[src/rtl/core/ccrd_pkg.sv]
// shared types, constants and register codes for the controller report decoder
`timescale 1ns / 1ps
`default_nettype none

package ccrd_pkg;

    // axis lanes: left x, left y, right x, right y
    localparam int NUM_LANES = 4;
    localparam int LANE_LX   = 0;
    localparam int LANE_LY   = 1;
    localparam int LANE_RX   = 2;
    localparam int LANE_RY   = 3;

    // widths of the axis datapath
    localparam int AXIS_W      = 6;
    localparam int RAXIS_W     = 5;
    localparam int QUO_W       = 8;
    localparam int NUM_W       = AXIS_W + QUO_W;
    localparam int LANE_STAGES = QUO_W + 1;

    // configuration port
    localparam int ADDR_W = 5;
    localparam int DATA_W = 32;
    localparam int IDX_W  = 3;

    localparam logic [IDX_W-1:0] REG_LEFT_X_LOW   = 3'd0;
    localparam logic [IDX_W-1:0] REG_LEFT_X_HIGH  = 3'd1;
    localparam logic [IDX_W-1:0] REG_LEFT_Y_LOW   = 3'd2;
    localparam logic [IDX_W-1:0] REG_LEFT_Y_HIGH  = 3'd3;
    localparam logic [IDX_W-1:0] REG_RIGHT_X_LOW  = 3'd4;
    localparam logic [IDX_W-1:0] REG_RIGHT_X_HIGH = 3'd5;
    localparam logic [IDX_W-1:0] REG_RIGHT_Y_LOW  = 3'd6;
    localparam logic [IDX_W-1:0] REG_RIGHT_Y_HIGH = 3'd7;

    // how a lane result is to be read
    typedef enum logic [1:0] {
        MODE_NORMAL = 2'd0,
        MODE_ZERO   = 2'd1,
        MODE_FULL   = 2'd2
    } axis_mode_t;

    typedef struct packed {
        logic [QUO_W-1:0] quo;
        axis_mode_t       mode;
    } lane_res_t;

    typedef struct packed {
        logic [AXIS_W-1:0]  left_x_low;
        logic [AXIS_W-1:0]  left_x_high;
        logic [AXIS_W-1:0]  left_y_low;
        logic [AXIS_W-1:0]  left_y_high;
        logic [RAXIS_W-1:0] right_x_low;
        logic [RAXIS_W-1:0] right_x_high;
        logic [RAXIS_W-1:0] right_y_low;
        logic [RAXIS_W-1:0] right_y_high;
    } cal_t;

    localparam cal_t CAL_RESET = '{
        left_x_low:   6'd0,
        left_x_high:  6'd63,
        left_y_low:   6'd0,
        left_y_high:  6'd63,
        right_x_low:  5'd0,
        right_x_high: 5'd31,
        right_y_low:  5'd0,
        right_y_high: 5'd31
    };

    typedef struct packed {
        logic [15:0]      pad_buttons;
        logic [QUO_W-1:0] stick_left_x;
        logic [QUO_W-1:0] stick_left_y;
        logic [QUO_W-1:0] stick_right_x;
        logic [QUO_W-1:0] stick_right_y;
        logic             combo_pressed;
    } result_t;

endpackage

`default_nettype wire

[src/rtl/core/ccrd_ifs.sv]
// report and result channel interfaces
`timescale 1ns / 1ps
`default_nettype none

interface ccrd_in_if;
    logic       valid;
    logic       ready;
    logic [7:0] report_byte_zero;
    logic [7:0] report_byte_one;
    logic [7:0] report_byte_two;
    logic [7:0] report_byte_three;
    logic [7:0] report_byte_four;
    logic [7:0] report_byte_five;

    modport source (
        output valid, report_byte_zero, report_byte_one, report_byte_two,
               report_byte_three, report_byte_four, report_byte_five,
        input  ready
    );
    modport sink (
        input  valid, report_byte_zero, report_byte_one, report_byte_two,
               report_byte_three, report_byte_four, report_byte_five,
        output ready
    );
endinterface

interface ccrd_out_if;
    logic        valid;
    logic        ready;
    logic [15:0] pad_buttons;
    logic [7:0]  stick_left_x;
    logic [7:0]  stick_left_y;
    logic [7:0]  stick_right_x;
    logic [7:0]  stick_right_y;
    logic        combo_pressed;

    modport source (
        output valid, pad_buttons, stick_left_x, stick_left_y, stick_right_x,
               stick_right_y, combo_pressed,
        input  ready
    );
    modport sink (
        input  valid, pad_buttons, stick_left_x, stick_left_y, stick_right_x,
               stick_right_y, combo_pressed,
        output ready
    );
endinterface

`default_nettype wire

[src/rtl/core/classic_controller_report_decode.sv]
// controller report decoder top level
//
//   channel   dir   handshake          carries
//   rpt       in    valid / ready      six report bytes
//   pad       out   valid / ready      button word, four stick axes, combo flag
//   apb       in    psel / penable     calibration registers, 4-byte stride
//
// one report a cycle while the input is not stalled; the front stage
// loads at the transfer edge, then come 8 divider stages, one per quotient bit,
// and the merge register
// each stage holds its item until the next stage frees, so a stalled result
// does not stop transfers until every stage is full
// reset clears the stage valid bits and loads the default calibration
`timescale 1ns / 1ps
`default_nettype none

module classic_controller_report_decode
    import ccrd_pkg::*;
(
    input  wire logic              clk,
    input  wire logic              rst_n,
    ccrd_in_if.sink                rpt,
    ccrd_out_if.source             pad,
    input  wire logic              psel,
    input  wire logic              penable,
    input  wire logic              pwrite,
    input  wire logic [ADDR_W-1:0] paddr,
    input  wire logic [DATA_W-1:0] pwdata,
    output logic      [DATA_W-1:0] prdata,
    output logic                   pready
);

    cal_t                   cal;
    logic [LANE_STAGES-1:0] stg_vld_reg;
    logic [LANE_STAGES-1:0] stg_vld_next;
    logic [LANE_STAGES-1:0] stg_rdy;
    logic [15:0]            btn_reg [LANE_STAGES];
    logic                   out_rdy;
    logic                   out_vld;
    result_t                out_data;
    lane_res_t              lane_res [NUM_LANES];
    logic [AXIS_W-1:0]      lane_v   [NUM_LANES];
    logic [AXIS_W-1:0]      lane_lo  [NUM_LANES];
    logic [AXIS_W-1:0]      lane_hi  [NUM_LANES];

    ccrd_cfg u_cfg (
        .clk     (clk),
        .rst_n   (rst_n),
        .psel    (psel),
        .penable (penable),
        .pwrite  (pwrite),
        .paddr   (paddr),
        .pwdata  (pwdata),
        .prdata  (prdata),
        .pready  (pready),
        .cal     (cal)
    );

    // ready ripples back from the merge register through every stage
    assign out_rdy = !out_vld || pad.ready;

    always_comb
    begin
        stg_rdy[LANE_STAGES-1] = !stg_vld_reg[LANE_STAGES-1] || out_rdy;
        for (int k = LANE_STAGES - 2; k >= 0; k--)
        begin
            stg_rdy[k] = !stg_vld_reg[k] || stg_rdy[k+1];
        end
    end

    assign rpt.ready = stg_rdy[0];

    // stage valid bits
    always_comb
    begin
        stg_vld_next[0] = stg_rdy[0] ? rpt.valid : stg_vld_reg[0];
        for (int k = 1; k < LANE_STAGES; k++)
        begin
            stg_vld_next[k] = stg_rdy[k] ? stg_vld_reg[k-1] : stg_vld_reg[k];
        end
    end

    always_ff @(posedge clk or negedge rst_n)
    begin
        if (!rst_n)
        begin
            stg_vld_reg <= '0;
        end
        else
        begin
            stg_vld_reg <= stg_vld_next;
        end
    end

    // raw button bytes travel beside the divider
    always_ff @(posedge clk)
    begin
        if (stg_rdy[0])
        begin
            btn_reg[0] <= {rpt.report_byte_four, rpt.report_byte_five};
        end
        for (int k = 1; k < LANE_STAGES; k++)
        begin
            if (stg_rdy[k])
            begin
                btn_reg[k] <= btn_reg[k-1];
            end
        end
    end

    // unpack stick axes from the report
    always_comb
    begin
        lane_v[LANE_LX]  = rpt.report_byte_zero[AXIS_W-1:0];
        lane_v[LANE_LY]  = rpt.report_byte_one[AXIS_W-1:0];
        lane_v[LANE_RX]  = AXIS_W'({rpt.report_byte_zero[7:6], rpt.report_byte_one[7:6],
                                    rpt.report_byte_two[7]});
        lane_v[LANE_RY]  = AXIS_W'(rpt.report_byte_two[RAXIS_W-1:0]);
        lane_lo[LANE_LX] = cal.left_x_low;
        lane_hi[LANE_LX] = cal.left_x_high;
        lane_lo[LANE_LY] = cal.left_y_low;
        lane_hi[LANE_LY] = cal.left_y_high;
        lane_lo[LANE_RX] = AXIS_W'(cal.right_x_low);
        lane_hi[LANE_RX] = AXIS_W'(cal.right_x_high);
        lane_lo[LANE_RY] = AXIS_W'(cal.right_y_low);
        lane_hi[LANE_RY] = AXIS_W'(cal.right_y_high);
    end

    for (genvar i = 0; i < NUM_LANES; i++)
    begin : g_lane
        ccrd_lane u_lane (
            .clk (clk),
            .en  (stg_rdy),
            .v   (lane_v[i]),
            .lo  (lane_lo[i]),
            .hi  (lane_hi[i]),
            .res (lane_res[i])
        );
    end

    ccrd_merge u_merge (
        .clk      (clk),
        .rst_n    (rst_n),
        .load     (out_rdy),
        .vld_in   (stg_vld_reg[LANE_STAGES-1]),
        .res      (lane_res),
        .btn_raw  (btn_reg[LANE_STAGES-1]),
        .out_vld  (out_vld),
        .out_data (out_data)
    );

    assign pad.valid         = out_vld;
    assign pad.pad_buttons   = out_data.pad_buttons;
    assign pad.stick_left_x  = out_data.stick_left_x;
    assign pad.stick_left_y  = out_data.stick_left_y;
    assign pad.stick_right_x = out_data.stick_right_x;
    assign pad.stick_right_y = out_data.stick_right_y;
    assign pad.combo_pressed = out_data.combo_pressed;

`ifndef SYNTH
    // a report transfer always lands in the front stage
    a_accept_lands: assert property (@(posedge clk) disable iff (!rst_n)
        rpt.valid && rpt.ready |=> stg_vld_reg[0])
        else $error("accepted report not in front stage");

    // an empty front stage never refuses a report
    a_front_ready: assert property (@(posedge clk) disable iff (!rst_n)
        !stg_vld_reg[0] |-> rpt.ready)
        else $error("front stage empty but not ready");

    // back-pressure at the input only when the result side is stalled
    a_stall_source: assert property (@(posedge clk) disable iff (!rst_n)
        !rpt.ready |-> pad.valid && !pad.ready)
        else $error("input stalled without output stall");

    // a new result comes only from a valid last divider stage
    a_result_origin: assert property (@(posedge clk) disable iff (!rst_n)
        $rose(pad.valid) |-> $past(stg_vld_reg[LANE_STAGES-1]))
        else $error("result valid without item in last stage");
`endif

endmodule

`default_nettype wire

[src/rtl/core/ccrd_cfg.sv]
// calibration registers behind the apb-style port
`timescale 1ns / 1ps
`default_nettype none

module ccrd_cfg
    import ccrd_pkg::*;
(
    input  wire logic              clk,
    input  wire logic              rst_n,
    input  wire logic              psel,
    input  wire logic              penable,
    input  wire logic              pwrite,
    input  wire logic [ADDR_W-1:0] paddr,
    input  wire logic [DATA_W-1:0] pwdata,
    output logic      [DATA_W-1:0] prdata,
    output logic                   pready,
    output cal_t                   cal
);

    cal_t             cal_reg;
    cal_t             cal_next;
    logic [IDX_W-1:0] idx;
    logic             wr;

    assign idx    = paddr[ADDR_W-1:2];
    assign wr     = psel && penable && pwrite;
    assign pready = 1'b1;
    assign cal    = cal_reg;

    // register write decode
    always_comb
    begin
        cal_next = cal_reg;
        if (wr)
        begin
            case (idx)
                REG_LEFT_X_LOW:   cal_next.left_x_low   = pwdata[AXIS_W-1:0];
                REG_LEFT_X_HIGH:  cal_next.left_x_high  = pwdata[AXIS_W-1:0];
                REG_LEFT_Y_LOW:   cal_next.left_y_low   = pwdata[AXIS_W-1:0];
                REG_LEFT_Y_HIGH:  cal_next.left_y_high  = pwdata[AXIS_W-1:0];
                REG_RIGHT_X_LOW:  cal_next.right_x_low  = pwdata[RAXIS_W-1:0];
                REG_RIGHT_X_HIGH: cal_next.right_x_high = pwdata[RAXIS_W-1:0];
                REG_RIGHT_Y_LOW:  cal_next.right_y_low  = pwdata[RAXIS_W-1:0];
                REG_RIGHT_Y_HIGH: cal_next.right_y_high = pwdata[RAXIS_W-1:0];
                default:          cal_next = cal_reg;
            endcase
        end
    end

    always_ff @(posedge clk or negedge rst_n)
    begin
        if (!rst_n)
        begin
            cal_reg <= CAL_RESET;
        end
        else
        begin
            cal_reg <= cal_next;
        end
    end

    // read mux
    always_comb
    begin
        case (idx)
            REG_LEFT_X_LOW:   prdata = DATA_W'(cal_reg.left_x_low);
            REG_LEFT_X_HIGH:  prdata = DATA_W'(cal_reg.left_x_high);
            REG_LEFT_Y_LOW:   prdata = DATA_W'(cal_reg.left_y_low);
            REG_LEFT_Y_HIGH:  prdata = DATA_W'(cal_reg.left_y_high);
            REG_RIGHT_X_LOW:  prdata = DATA_W'(cal_reg.right_x_low);
            REG_RIGHT_X_HIGH: prdata = DATA_W'(cal_reg.right_x_high);
            REG_RIGHT_Y_LOW:  prdata = DATA_W'(cal_reg.right_y_low);
            REG_RIGHT_Y_HIGH: prdata = DATA_W'(cal_reg.right_y_high);
            default:          prdata = '0;
        endcase
    end

endmodule

`default_nettype wire

[src/rtl/core/ccrd_lane.sv]
// one axis lane: clamp, scale by 255 and a one-bit-per-stage divider
`timescale 1ns / 1ps
`default_nettype none

module ccrd_lane
    import ccrd_pkg::*;
(
    input  wire logic                   clk,
    input  wire logic [LANE_STAGES-1:0] en,
    input  wire logic [AXIS_W-1:0]      v,
    input  wire logic [AXIS_W-1:0]      lo,
    input  wire logic [AXIS_W-1:0]      hi,
    output lane_res_t                   res
);

    logic [NUM_W-1:0]  rem_reg  [LANE_STAGES];
    logic [QUO_W-1:0]  quo_reg  [LANE_STAGES];
    logic [AXIS_W-1:0] den_reg  [LANE_STAGES];
    axis_mode_t        mode_reg [LANE_STAGES];

    logic [AXIS_W-1:0] vc;
    logic [AXIS_W-1:0] diff;
    logic [NUM_W-1:0]  num;
    axis_mode_t        mode;

    // clamp into calibrated range and form (v - lo) * 255
    always_comb
    begin
        if (v < lo)
        begin
            vc = lo;
        end
        else if (v > hi)
        begin
            vc = hi;
        end
        else
        begin
            vc = v;
        end
        diff = vc - lo;
        num  = {diff, {QUO_W{1'b0}}} - NUM_W'(diff);
        if (lo == hi)
        begin
            mode = MODE_ZERO;
        end
        else if (lo > hi)
        begin
            // reversed range saturates to one end or the other
            mode = (v < lo) ? MODE_ZERO : MODE_FULL;
        end
        else
        begin
            mode = MODE_NORMAL;
        end
    end

    // front stage
    always_ff @(posedge clk)
    begin
        if (en[0])
        begin
            rem_reg[0]  <= num;
            quo_reg[0]  <= '0;
            den_reg[0]  <= hi - lo;
            mode_reg[0] <= mode;
        end
    end

    // restoring divider, most significant quotient bit first
    for (genvar k = 1; k < LANE_STAGES; k++)
    begin : g_div
        localparam int BIT = QUO_W - k;
        logic [NUM_W-1:0] trial;
        logic             ge;

        assign trial = NUM_W'(den_reg[k-1]) << BIT;
        assign ge    = rem_reg[k-1] >= trial;

        always_ff @(posedge clk)
        begin
            if (en[k])
            begin
                rem_reg[k]  <= ge ? rem_reg[k-1] - trial : rem_reg[k-1];
                quo_reg[k]  <= quo_reg[k-1] | (QUO_W'(ge) << BIT);
                den_reg[k]  <= den_reg[k-1];
                mode_reg[k] <= mode_reg[k-1];
            end
        end
    end

    assign res.quo  = quo_reg[LANE_STAGES-1];
    assign res.mode = mode_reg[LANE_STAGES-1];

endmodule

`default_nettype wire

[src/rtl/core/ccrd_merge.sv]
// merge stage: button word, combo flag, axis saturation and y inversion
`timescale 1ns / 1ps
`default_nettype none

module ccrd_merge
    import ccrd_pkg::*;
(
    input  wire logic        clk,
    input  wire logic        rst_n,
    input  wire logic        load,
    input  wire logic        vld_in,
    input  wire lane_res_t   res [NUM_LANES],
    input  wire logic [15:0] btn_raw,
    output logic             out_vld,
    output result_t          out_data
);

    logic             out_vld_reg;
    result_t          out_data_reg;
    result_t          data_next;
    logic [7:0]       b4;
    logic [7:0]       b5;
    logic [QUO_W-1:0] scaled [NUM_LANES];

    // pick the lane value by its mode
    always_comb
    begin
        for (int i = 0; i < NUM_LANES; i++)
        begin
            case (res[i].mode)
                MODE_NORMAL: scaled[i] = res[i].quo;
                MODE_ZERO:   scaled[i] = '0;
                MODE_FULL:   scaled[i] = '1;
                default:     scaled[i] = '0;
            endcase
        end
    end

    // buttons are active low in the report
    assign b4 = ~btn_raw[15:8];
    assign b5 = ~btn_raw[7:0];

    always_comb
    begin
        data_next.pad_buttons = {b4[3], 1'b0, b5[2], b4[1], b5[7], b4[5], b4[2], b4[4],
                                 b5[6], b5[4], b5[3], b5[5], b4[6], b5[0], b4[7], b5[1]};
        data_next.combo_pressed = b4[4] & b4[2];
        data_next.stick_left_x  = scaled[LANE_LX];
        data_next.stick_left_y  = ~scaled[LANE_LY];
        data_next.stick_right_x = scaled[LANE_RX];
        data_next.stick_right_y = ~scaled[LANE_RY];
    end

    always_ff @(posedge clk or negedge rst_n)
    begin
        if (!rst_n)
        begin
            out_vld_reg <= 1'b0;
        end
        else if (load)
        begin
            out_vld_reg <= vld_in;
        end
    end

    always_ff @(posedge clk)
    begin
        if (load)
        begin
            out_data_reg <= data_next;
        end
    end

    assign out_vld  = out_vld_reg;
    assign out_data = out_data_reg;

endmodule

`default_nettype wire

[src/flat_wrapper.sv]
// flat-port wrapper written by rule: the top's interface ports become plain ports
module classic_controller_report_decode_flat import ccrd_pkg::*;
  (clk, rst_n, psel, penable, pwrite, paddr, pwdata, prdata, pready, rpt_valid, rpt_report_byte_zero, rpt_report_byte_one, rpt_report_byte_two, rpt_report_byte_three, rpt_report_byte_four, rpt_report_byte_five, rpt_ready, pad_valid, pad_pad_buttons, pad_stick_left_x, pad_stick_left_y, pad_stick_right_x, pad_stick_right_y, pad_combo_pressed, pad_ready);
  ccrd_in_if rpt_i ();
  ccrd_out_if pad_i ();
  input  wire logic clk;
  input  wire logic rst_n;
  input  wire logic psel;
  input  wire logic penable;
  input  wire logic pwrite;
  input  wire logic [ADDR_W-1:0] paddr;
  input  wire logic [DATA_W-1:0] pwdata;
  output logic      [DATA_W-1:0] prdata;
  output logic pready;
  input wire logic [$bits(rpt_i.valid)-1:0] rpt_valid;
  input wire logic [$bits(rpt_i.report_byte_zero)-1:0] rpt_report_byte_zero;
  input wire logic [$bits(rpt_i.report_byte_one)-1:0] rpt_report_byte_one;
  input wire logic [$bits(rpt_i.report_byte_two)-1:0] rpt_report_byte_two;
  input wire logic [$bits(rpt_i.report_byte_three)-1:0] rpt_report_byte_three;
  input wire logic [$bits(rpt_i.report_byte_four)-1:0] rpt_report_byte_four;
  input wire logic [$bits(rpt_i.report_byte_five)-1:0] rpt_report_byte_five;
  output wire logic [$bits(rpt_i.ready)-1:0] rpt_ready;
  output wire logic [$bits(pad_i.valid)-1:0] pad_valid;
  output wire logic [$bits(pad_i.pad_buttons)-1:0] pad_pad_buttons;
  output wire logic [$bits(pad_i.stick_left_x)-1:0] pad_stick_left_x;
  output wire logic [$bits(pad_i.stick_left_y)-1:0] pad_stick_left_y;
  output wire logic [$bits(pad_i.stick_right_x)-1:0] pad_stick_right_x;
  output wire logic [$bits(pad_i.stick_right_y)-1:0] pad_stick_right_y;
  output wire logic [$bits(pad_i.combo_pressed)-1:0] pad_combo_pressed;
  input wire logic [$bits(pad_i.ready)-1:0] pad_ready;
  assign rpt_i.valid = rpt_valid;
  assign rpt_i.report_byte_zero = rpt_report_byte_zero;
  assign rpt_i.report_byte_one = rpt_report_byte_one;
  assign rpt_i.report_byte_two = rpt_report_byte_two;
  assign rpt_i.report_byte_three = rpt_report_byte_three;
  assign rpt_i.report_byte_four = rpt_report_byte_four;
  assign rpt_i.report_byte_five = rpt_report_byte_five;
  assign rpt_ready = rpt_i.ready;
  assign pad_valid = pad_i.valid;
  assign pad_pad_buttons = pad_i.pad_buttons;
  assign pad_stick_left_x = pad_i.stick_left_x;
  assign pad_stick_left_y = pad_i.stick_left_y;
  assign pad_stick_right_x = pad_i.stick_right_x;
  assign pad_stick_right_y = pad_i.stick_right_y;
  assign pad_combo_pressed = pad_i.combo_pressed;
  assign pad_i.ready = pad_ready;
  classic_controller_report_decode u_core (.clk(clk), .rst_n(rst_n), .rpt(rpt_i), .pad(pad_i), .psel(psel), .penable(penable), .pwrite(pwrite), .paddr(paddr), .pwdata(pwdata), .prdata(prdata), .pready(pready));
endmodule
[config.mk]
export PLATFORM = sky130hd
export DESIGN_NAME = classic_controller_report_decode_flat
export DESIGN_NICKNAME = d
export VERILOG_FILES = /design/src/rtl/core/ccrd_pkg.sv /design/src/rtl/core/ccrd_ifs.sv /design/src/rtl/core/classic_controller_report_decode.sv /design/src/rtl/core/ccrd_cfg.sv /design/src/rtl/core/ccrd_lane.sv /design/src/rtl/core/ccrd_merge.sv /design/src/flat_wrapper.sv
export SDC_FILE = /design/constraint.sdc
export NUM_CORES = 2
export LEC_CHECK = 0
export ABC_AREA = 1
export BUFFER_PORTS_ARGS = -buffer_cell sky130_fd_sc_hd__buf_4
export CAP_MARGIN = 20
export CORE_UTILIZATION = 50
export DETAILED_ROUTE_END_ITERATION = 8
export GPL_TIMING_DRIVEN = 0
export HOLD_SLACK_MARGIN = 0.12
export PLACE_DENSITY = 0.7
export SLEW_MARGIN = 20
export SYNTH_ARGS = -nofsm -noshare
export SYNTH_HDL_FRONTEND = slang
export SYNTH_HIERARCHICAL = 1
export SYNTH_SLANG_ARGS = --single-unit
export TNS_END_PERCENT = 100
[constraint.sdc]
create_clock -name clk -period 9.5 [get_ports clk]
set_input_delay 0.475 -clock clk [delete_from_list [all_inputs] [get_ports clk]]
set_output_delay 0.475 -clock clk [all_outputs]
set_load 0.05 [all_outputs]
==> impl_metrics.yaml <==
sta:
  max_slew_margin_pct: 49.7
  whs_ns: 0.196
  worstMarginPinSlew_ns: 0.755
  fin_skew_ns: 0.0741
  hold_viol_final: 0
  max_freq_mhz: 226
  slew_viol_final: 0
  setup_tns_ns: 0
  finalSetupViolCount: 0
  fin_crit_ns: 4.42
  rsz0062_at_grt: "false"
  fin_crit_sh_pct: 46.5
worst_setup_path:
  setup.worst_path.start: "u_core/u_merge/out_vld"
  cp_data_required_time_ns: 9.03
  crit_slowest_cell: "dfrtp_1"
  crit_type: "flip-flop to output port"
  crit_path_end_kind: "output port"
  path_cells: "nand3_4 -> buf_16 -> nor2_4 -> nand4_4 -> nor2_4 -> nand4_4 -> buf_12 -> buf_12 -> buf_4"
  max_stage_delay_ns: 0.47
  cp_data_arrival_time_ns: 3.94
  startpoint_type: "flip-flop"
  r2r_slack_ns: 5.65
  cp_max_fo: 37
  rr_startpoint: "u_core/u_cfg/cal[39]"
placement:
  dp_hpwl_um: 64200
  post_dp_cell_area_um2: 55700
  gp_congestion: 0.892
  dp.cells: 5984
  io_buffers: 107
final_layout:
  final_cell_area_um2: 59700
  fill_cells: 8204
  syn_to_final_growth_pct: 13.7
  layout_common_cells: "edfxtp_1, nand2_1, inv_1, nor2_1, ha_1"
  layout.cells.non_filler: 6218
  layout-drive-gt1-share_pct: 14.7
  final_common_cell: "edfxtp_1"
  largest_register_ff_count: 448
  nets: 5156
outcome:
  status: "completed"
clock_network:
  cts_tree: "yes"
  clk_pin_slew_worst_paths_ns: 0.06
  numCtsBuffers: 110
  root_buffer: "clkbuf_16"
  clk_path_buf_depth: 3
  cts_resized: 0
  cts_sinks: 1093
  insertion_delay_ns: 0.71
  htreeDepth: 3
floorplanning:
  ios: 176
  die_area_um2: 106000
  core_um2: 104000
  die_w_um: 326
  die-height_um: 326
  num_rows: 118
  start_util_pct: 50.6
grt:
  overflow: 0
  grtUsageTotal_pct: 16.4
  grt_pass1_vias: 30200
  antenna_found_initial: 2
  grt_max_degree: 73
  grt_pass1_wl_um: 143000
detailed_routing:
  antenna_left: 0
  routed_via_density: 4.95
  drt_iter0_drc: 1704
  vias: 30800
  post_drt_wl_per_cell_um: 13.9
  drc: 0
  routed_wl_um: 86200
  dr.pass1.iters: 5
yosys:
  ys_warn_count: 6
  syn_area_per_cell_um2: 11.8
  syn-instance-count: 4440
  mappedNetlistArea_um2: 52500
pwr:
  p_leak_nw: 25.2
  power_mw: 23.0
  power_density_nw_per_um2: 385
  ir_drop_mv: 0.205
worst_hold_path:
  min_from: "paddr[4]"
  hold_class: "primary input to flip-flop"
flow_run:
  max_cap_viol_count: 0
final timing paths:
| check | end | cells past startpoint |
|---|---|---|
| min | u_core/u_cfg/cal[39] | 5 |
| max reg2reg | u_core/g_lane[0].u_lane/rem_reg[0][12] | 19 |
| max in group asynchronous | u_core/stg_vld_reg[7] | 2 |
| min in group asynchronous | u_core/u_cfg/cal[43] | 2 |
| min reg2reg | u_core/g_lane[3].u_lane/mode_reg[0][17] | 0 |
| max | rpt_ready | 9 |
routing by layer:
| metal | vias to the layer above | part of all wire [%] | GRT usage [%] |
|---|---|---|---|
| met2 | 513 | 50 | 29.0 |
| met5 | - | 0 | 0 |
| met1 | 14200 | 44 | 20.3 |
| li1 | 15900 | - | - |
| met3 | 159 | 4.2 | 2.83 |
| met4 | 0 | 2.6 | 5.51 |
report_power, final:
group          switching [mW]  leakage, nW  internal, mW
Combinational            5.51         12.1          3.62
Sequential               1.10         11.3          8.40
Clock                    1.81         1.82          2.58
Total                    8.41         25.2          14.6
per-stage QoR:
| stage | utilization (%) | setup slack, ns |
|---|---|---|
| 6_report | 57.5 | 5.08 |
| 5_1_grt | 57.5 | 4.77 |
| 3_3_place_gp | 53.2 | -0.615 |
| 4_1_cts | 57.5 | 4.92 |
| 3_5_place_dp | 53.6 | 5.46 |
| 2_1_floorplan | - | 1.98 |
repair_timing:
| action | in CTS | in global routing |
|---|---|---|
| endpoints found under the hold margin | 59 | 0 |
| buffers inserted | 0 | 0 |
| hold buffers | 24 | 0 |
| endpoints found under the setup margin | 0 | 0 |
final cells by class:
| type | instances | area [um2] | share of cell area (%) |
|---|---|---|---|
| diodes | 2 | 5.00 | 0.00838 |
| plain buffers | 115 | 855 | 1.43 |
| clock buffers | 121 | 2830 | 4.75 |
| clock inverters | 87 | 966 | 1.62 |
| inverters | 650 | 2460 | 4.12 |
| multi-input cells | 2622 | 16800 | 28.2 |
| flip-flops and latches | 1093 | 32600 | 54.6 |
| well taps | 1380 | 1730 | 2.89 |
| repair buffers | 148 | 1440 | 2.42 |
worst max-delay path, delay by kind of cell, from the launching register on:
kind	cells	cell delay (ns)
buf+inv	4	1.04
simple gates	5	1.68
flops	1	0.47
No activity file was read; power rests on OpenSTA's default activity.
